==> config.mk <==
export PLATFORM = sky130hd
export DESIGN_NAME = poly_multipoint_eval_mod_q_top
export DESIGN_NICKNAME = d
export VERILOG_FILES = /design/src/hdl/pmeq_pkg.sv /design/src/hdl/pmeq_horner_stage.sv /design/src/hdl/poly_multipoint_eval_mod_q_top.sv
export SDC_FILE = /design/constraint.sdc
export NUM_CORES = 2
export LEC_CHECK = 0
export BUFFER_PORTS_ARGS = -buffer_cell sky130_fd_sc_hd__clkbuf_2
export CAP_MARGIN = 20
export CORE_MARGIN = 2
export CORE_UTILIZATION = 55
export DETAILED_ROUTE_END_ITERATION = 16
export MAX_ROUTING_LAYER = met4
export PLACE_DENSITY = 0.72
export SYNTH_ARGS = -nofsm -noshare
export SYNTH_HDL_FRONTEND = slang
export SYNTH_HIERARCHICAL = 1
export SYNTH_SLANG_ARGS = --single-unit
==> constraint.sdc <==
create_clock -name clk -period 18.55 [get_ports clk]
set_input_delay 3.71 -clock clk [delete_from_list [all_inputs] [get_ports clk]]
set_output_delay 3.71 -clock clk [all_outputs]
set_load 0.1 [all_outputs]
==> src/hdl/pmeq_pkg.sv <==
`default_nettype none

package pmeq_pkg;

    localparam int CFG_IDX_W  = 1;
    localparam int CFG_DATA_W = 1;
    localparam int COEF_W     = 7;
    localparam int PIDX_W     = 5;
    localparam int NCOEF_PORT = 10;

    localparam logic [CFG_IDX_W-1:0] REG_MODULUS = 1'b0;
    localparam logic [CFG_IDX_W-1:0] REG_LENGTH  = 1'b1;

    localparam logic [COEF_W-1:0] Q_LO      = 7'd31;
    localparam logic [COEF_W-1:0] Q_HI      = 7'd127;
    localparam logic [PIDX_W-1:0] LEN_SHORT = 5'd3;

    typedef struct packed {
        logic [COEF_W-1:0] coeff_0;
        logic [COEF_W-1:0] coeff_1;
        logic [COEF_W-1:0] coeff_2;
        logic [COEF_W-1:0] coeff_3;
        logic [COEF_W-1:0] coeff_4;
        logic [COEF_W-1:0] coeff_5;
        logic [COEF_W-1:0] coeff_6;
        logic [COEF_W-1:0] coeff_7;
        logic [COEF_W-1:0] coeff_8;
        logic [COEF_W-1:0] coeff_9;
        logic              last_column;
    } pmeq_in_t;

    typedef struct packed {
        logic [PIDX_W-1:0] point_index;
        logic [COEF_W-1:0] value;
        logic              last_point;
        logic              end_of_batch;
    } pmeq_out_t;

    typedef struct packed {
        logic              valid;
        logic [PIDX_W-1:0] point_index;
        logic              last_point;
        logic              end_of_batch;
        logic [COEF_W-1:0] x;
    } pmeq_ctl_t;

    // fold by 2^7 = 1 mod 127, or by 2^5 = 1 mod 31, then one conditional subtract
    function automatic logic [COEF_W-1:0] pmeq_reduce(input logic [13:0] v,
                                                      input logic q_sel);
        logic [7:0]        s;
        logic [6:0]        t;
        logic [5:0]        u;
        logic [COEF_W-1:0] r;
        s = {1'b0, v[13:7]} + {1'b0, v[6:0]};
        t = {3'b000, v[13:10]} + {2'b00, v[9:5]} + {2'b00, v[4:0]};
        u = {4'b0000, t[6:5]} + {1'b0, t[4:0]};
        if (q_sel)
        begin
            r = (s >= 8'd127) ? 7'(s - 8'd127) : s[6:0];
        end
        else
        begin
            r = (u >= 6'd31) ? {1'b0, u - 6'd31} : {1'b0, u};
        end
        return r;
    endfunction

endpackage

`default_nettype wire

==> src/hdl/pmeq_horner_stage.sv <==
`default_nettype none

module pmeq_horner_stage
    import pmeq_pkg::*;
#(
    parameter int NC   = 10,
    parameter int STEP = 1
)
(
    input  wire logic                        clk,
    input  wire logic                        rst_n,
    input  wire logic                        q_sel,
    input  wire pmeq_ctl_t                   prev_ctl,
    input  wire logic [COEF_W-1:0]           prev_acc,
    input  wire logic [NC-1:0][COEF_W-1:0]   prev_coef,
    output pmeq_ctl_t                        ctl_reg,
    output logic [COEF_W-1:0]                acc_reg,
    output logic [NC-1:0][COEF_W-1:0]        coef_reg
);

    localparam int CIDX = NC - 1 - STEP;

    logic [13:0]       mac;
    logic [COEF_W-1:0] acc_next;

    assign mac = {7'b0, prev_acc} * {7'b0, prev_ctl.x} + {7'b0, prev_coef[CIDX]};
    assign acc_next = pmeq_reduce(mac, q_sel);

    always_ff @(posedge clk or negedge rst_n)
    begin
        if (!rst_n)
        begin
            ctl_reg <= '0;
        end
        else
        begin
            ctl_reg <= prev_ctl;
        end
    end

    always_ff @(posedge clk)
    begin
        acc_reg  <= acc_next;
        coef_reg <= prev_coef;
    end

endmodule

`default_nettype wire

==> src/hdl/poly_multipoint_eval_mod_q_top.sv <==
`default_nettype none

// Evaluates one polynomial column over GF(q) per accepted item and emits 2L-1 results
// (f(0), f(k) and f(-k) for k = 1..L-2, f(L-1), then the leading coefficient), one per
// cycle with valid high for exactly that cycle; the receiver cannot stall, so every
// result must be captured as it appears. An item is taken when start is high and busy
// is low; the point sequencer issues one evaluation point a cycle, busy dropping in
// the cycle the last point of the current item issues, so the next item can be taken
// in that cycle. Each point passes the issue register stage_ctl[0] and then a Horner
// pipeline of MAX_COEFFS-1 multiply-and-reduce stages before the result reaches the
// ports. Change configuration only while no results are pending.

module poly_multipoint_eval_mod_q_top
    import pmeq_pkg::*;
#(
    parameter int MAX_COEFFS = 10
)
(
    input  wire logic                  clk,
    input  wire logic                  rst_n,
    input  wire logic                  start,
    output logic                       busy,
    input  wire pmeq_in_t              item,
    input  wire logic                  cfg_we,
    input  wire logic [CFG_IDX_W-1:0]  cfg_index,
    input  wire logic [CFG_DATA_W-1:0] cfg_data,
    output logic                       valid,
    output pmeq_out_t                  result
);

    localparam int NC    = MAX_COEFFS;
    localparam int NSTEP = NC - 1;
    localparam logic [PIDX_W-1:0] LEN_LONG = PIDX_W'(NC);

    logic qsel_reg;
    logic lsel_reg;

    logic [COEF_W-1:0]         raw [NCOEF_PORT];
    logic [NC-1:0][COEF_W-1:0] in_coef;
    logic [PIDX_W-1:0]         len_w;
    logic [PIDX_W-1:0]         last_p;
    logic [COEF_W-1:0]         q_val;

    logic                      active_reg;
    logic                      active_next;
    logic [PIDX_W-1:0]         p_reg;
    logic [PIDX_W-1:0]         p_next;
    logic [NC-1:0][COEF_W-1:0] coef_reg;
    logic                      last_col_reg;
    logic                      at_last;
    logic                      accept;

    pmeq_ctl_t                 iss_ctl;
    logic [NC-1:0][COEF_W-1:0] iss_coef;
    logic [COEF_W-1:0]         lead;
    logic [PIDX_W-1:0]         p_inc;

    pmeq_ctl_t                 stage_ctl  [NSTEP+1];
    logic [COEF_W-1:0]         stage_acc  [NSTEP+1];
    logic [NC-1:0][COEF_W-1:0] stage_coef [NSTEP+1];

    always_ff @(posedge clk or negedge rst_n)
    begin
        if (!rst_n)
        begin
            qsel_reg <= 1'b0;
            lsel_reg <= 1'b0;
        end
        else if (cfg_we)
        begin
            unique case (cfg_index)
                REG_MODULUS: qsel_reg <= cfg_data[0];
                REG_LENGTH:  lsel_reg <= cfg_data[0];
            endcase
        end
    end

    assign raw[0] = item.coeff_0;
    assign raw[1] = item.coeff_1;
    assign raw[2] = item.coeff_2;
    assign raw[3] = item.coeff_3;
    assign raw[4] = item.coeff_4;
    assign raw[5] = item.coeff_5;
    assign raw[6] = item.coeff_6;
    assign raw[7] = item.coeff_7;
    assign raw[8] = item.coeff_8;
    assign raw[9] = item.coeff_9;

    assign len_w  = lsel_reg ? LEN_LONG : LEN_SHORT;
    assign last_p = {len_w[PIDX_W-2:0], 1'b0} - PIDX_W'(2);
    assign q_val  = qsel_reg ? Q_HI : Q_LO;

    // reduce and zero the coefficients above the selected length
    always_comb
    begin
        for (int i = 0; i < NC; i++)
        begin
            in_coef[i] = (PIDX_W'(i) < len_w) ? pmeq_reduce({7'b0, raw[i]}, qsel_reg)
                                              : '0;
        end
    end

    assign at_last = (p_reg == last_p);
    assign busy    = active_reg && !at_last;
    assign accept  = start && !busy;

    always_comb
    begin
        active_next = active_reg;
        p_next      = p_reg;
        if (accept)
        begin
            active_next = 1'b1;
            p_next      = '0;
        end
        else if (active_reg && at_last)
        begin
            active_next = 1'b0;
        end
        else if (active_reg)
        begin
            p_next = p_reg + PIDX_W'(1);
        end
    end

    always_ff @(posedge clk or negedge rst_n)
    begin
        if (!rst_n)
        begin
            active_reg <= 1'b0;
            p_reg      <= '0;
        end
        else
        begin
            active_reg <= active_next;
            p_reg      <= p_next;
        end
    end

    always_ff @(posedge clk)
    begin
        if (accept)
        begin
            coef_reg     <= in_coef;
            last_col_reg <= item.last_column;
        end
    end

    // point at infinity: evaluate at zero with the leading coefficient moved to degree 0
    assign lead  = lsel_reg ? coef_reg[NC-1] : coef_reg[2];
    assign p_inc = p_reg + PIDX_W'(1);

    always_comb
    begin
        iss_ctl.valid        = active_reg;
        iss_ctl.point_index  = p_reg;
        iss_ctl.last_point   = at_last;
        iss_ctl.end_of_batch = at_last && last_col_reg;
        if (at_last || (p_reg == '0))
        begin
            iss_ctl.x = '0;
        end
        else if (p_reg[0])
        begin
            iss_ctl.x = {{(COEF_W-PIDX_W+1){1'b0}}, p_inc[PIDX_W-1:1]};
        end
        else
        begin
            iss_ctl.x = q_val - {{(COEF_W-PIDX_W+1){1'b0}}, p_reg[PIDX_W-1:1]};
        end
        for (int i = 0; i < NC; i++)
        begin
            if (at_last)
            begin
                iss_coef[i] = (i == 0) ? lead : '0;
            end
            else
            begin
                iss_coef[i] = coef_reg[i];
            end
        end
    end

    always_ff @(posedge clk or negedge rst_n)
    begin
        if (!rst_n)
        begin
            stage_ctl[0] <= '0;
        end
        else
        begin
            stage_ctl[0] <= iss_ctl;
        end
    end

    always_ff @(posedge clk)
    begin
        stage_acc[0]  <= iss_coef[NC-1];
        stage_coef[0] <= iss_coef;
    end

    for (genvar j = 1; j <= NSTEP; j++)
    begin : g_step
        pmeq_horner_stage #(
            .NC   (NC),
            .STEP (j)
        ) u_step (
            .clk       (clk),
            .rst_n     (rst_n),
            .q_sel     (qsel_reg),
            .prev_ctl  (stage_ctl[j-1]),
            .prev_acc  (stage_acc[j-1]),
            .prev_coef (stage_coef[j-1]),
            .ctl_reg   (stage_ctl[j]),
            .acc_reg   (stage_acc[j]),
            .coef_reg  (stage_coef[j])
        );
    end

    assign valid               = stage_ctl[NSTEP].valid;
    assign result.point_index  = stage_ctl[NSTEP].point_index;
    assign result.value        = stage_acc[NSTEP];
    assign result.last_point   = stage_ctl[NSTEP].last_point;
    assign result.end_of_batch = stage_ctl[NSTEP].end_of_batch;

endmodule

`default_nettype wire

==> results.yml <==
outcome:
  status: "finished clean"
synthesis:
  synth_nets: 5630
  syn_inst: 4688
  syn_area_per_cell_um2: 9.79
  yosysWarnings: 6
  synth_area_mm2: 0.0459
global_routing:
  grt_pass1_wl_um: 159000
  use_met3_pct: 4.17
  grt.busiest_layer: "met2"
  grt-ovfl-total: 0
  gr-usage-met1_pct: 29.4
  antenna_found_initial: 8
  first_global_vias: 32824
  grt_usage_pct: 23.1
  grt_max_degree: 81
  met2_usage_pct: 38.1
routing:
  drt_iter0_markers: 1849
  antenna_left: 0
  wirelength_um: 94100
  vias: 32822
  wl_per_cell_um: 15.9
  drc: 0
  vias_per_cell: 5.54
  drt_first_pass_iters: 8
setup_path:
  critPathMaxFanout: 16
  cpMostUsedCell: "fa_1"
  worst-setup-path-type: "reg2reg"
  arrival_ps: 9090
  cp-start-kind: "register"
  crit_path_end_kind: "register"
  rrSetupSlack_ps: 9870
  cpPeakStageDelay_ps: 820
  cpMaxStageDelayCell: "a2111oi_0"
  required_ps: 18960
layout:
  area_growth_pct: 8.38
  largest_register_ffs: 252
  layout.nets: 5732
  drive_gt1_share_pct: 6.92
  mostFrequentLayoutCells: "inv_1 (603), ha_1 (513), nand2_1 (390)"
  nFillCells: 6800
  mostFrequentLayoutCell: "inv_1"
clock_tree:
  cts-buffers-inserted: 67
  htreeDepth: 3
  cts-root-buf: "clkbuf_16"
  clock-sinks: 606
  cts_setup_buffers: 0
  cts_resized: 0
  insertion_delay_ps: 600
  clk_pin_slew_worst_paths_ps: 70
  postCtsHoldBufs: 0
  cts_tree: "yes"
  clockBufferDepth: 3
job:
  maxCapViolations: 0
placed_design:
  place_congestion: 0.913
  place_ws_ps: 9850
  dp_hpwl_um: 73500
  numPortBuffers: 92
timing:
  hold_viol: 0
  finClkSkew_ps: 20.3
  setup_tns_ps: 0
  setup_viol: 0
  finalWorstSetupSlack_ps: 9870
  rsz0062_at_grt: "false"
  clock.fmax_mhz: 115
  tightest_slew_ps: 965
  period_share_pct: 46.8
  maxSlewHeadroom_pct: 35.5
  finalMaxSlewViolations: 0
  fin_crit_ps: 8680
floorplan:
  dieWidth_um: 293
  coreArea_mm2: 0.0824
  initial_utilization_pct: 55.7
  fp.dieArea_mm2: 0.0857
  io_pins: 93
  die_h_um: 293
  num_rows: 105
hold_path:
  hold_class: "reg2reg"
worst paths after layout:
path                                                            from                                    end  cells after the start
worst min register to register  g_step[4].u_step/coef_reg[7]$_DFF_P_   g_step[5].u_step/coef_reg[7]$_DFF_P_                      0
worst max register to register              stage_ctl[140]$_DFF_PN0_    g_step[1].u_step/acc_reg[1]$_DFF_P_                     28
min in group asynchronous                                      rst_n  g_step[2].u_step/ctl_reg[0]$_DFF_PN0_                      1
worst min-delay path            g_step[4].u_step/coef_reg[7]$_DFF_P_   g_step[5].u_step/coef_reg[7]$_DFF_P_                      0
worst max-delay path                        stage_ctl[140]$_DFF_PN0_    g_step[1].u_step/acc_reg[1]$_DFF_P_                     28
max in group asynchronous                                      rst_n  g_step[9].u_step/ctl_reg[9]$_DFF_PN0_                      3
metal layers:
layer	vias to the layer above	share of wire [%]
li1	16200	-
met1	15883	45
met2	605	48
met3	134	5.2
met4	0	2.1
met5	-	0
worst max-delay path, delay by kind of cell, from the launching register on:
kind | cells | cell delay [ps]
AOI/OAI and AO/OA | 7 | 1990
xor gates and xnor gates | 1 | 90
adders and majority gates | 10 | 4330
buffers and inverters | 3 | 160
DFF | 1 | 630
muxes | 1 | 160
and+or+nand+nor | 6 | 1130
through the flow:
stage          hold WS (ps)  util, %  cell area [um^2]  instances
2_1_floorplan           310        -             45900       4688
3_3_place_gp            310     57.7             47500       5791
6_report                320     60.4             49700       5920
5_1_grt                 323     60.4             49700       5918
4_1_cts                 323     60.3             49700       5912
3_5_place_dp            312     57.7             47500       5791
cell type report:
cell class	count	area, um^2	share of cell area (%)
tap	1070	1340	2.69
clock inverter	35	379	0.763
clock buffer	86	1830	3.68
antenna	8	20.0	0.0403
timing repair buffer	104	557	1.12
sequential	606	13600	27.3
inverter	610	2290	4.61
multi-input combinational	3401	29700	59.8
Power is not shown: default switching activity piles up to over one toggle a cycle in this logic, so the estimate is an artifact.
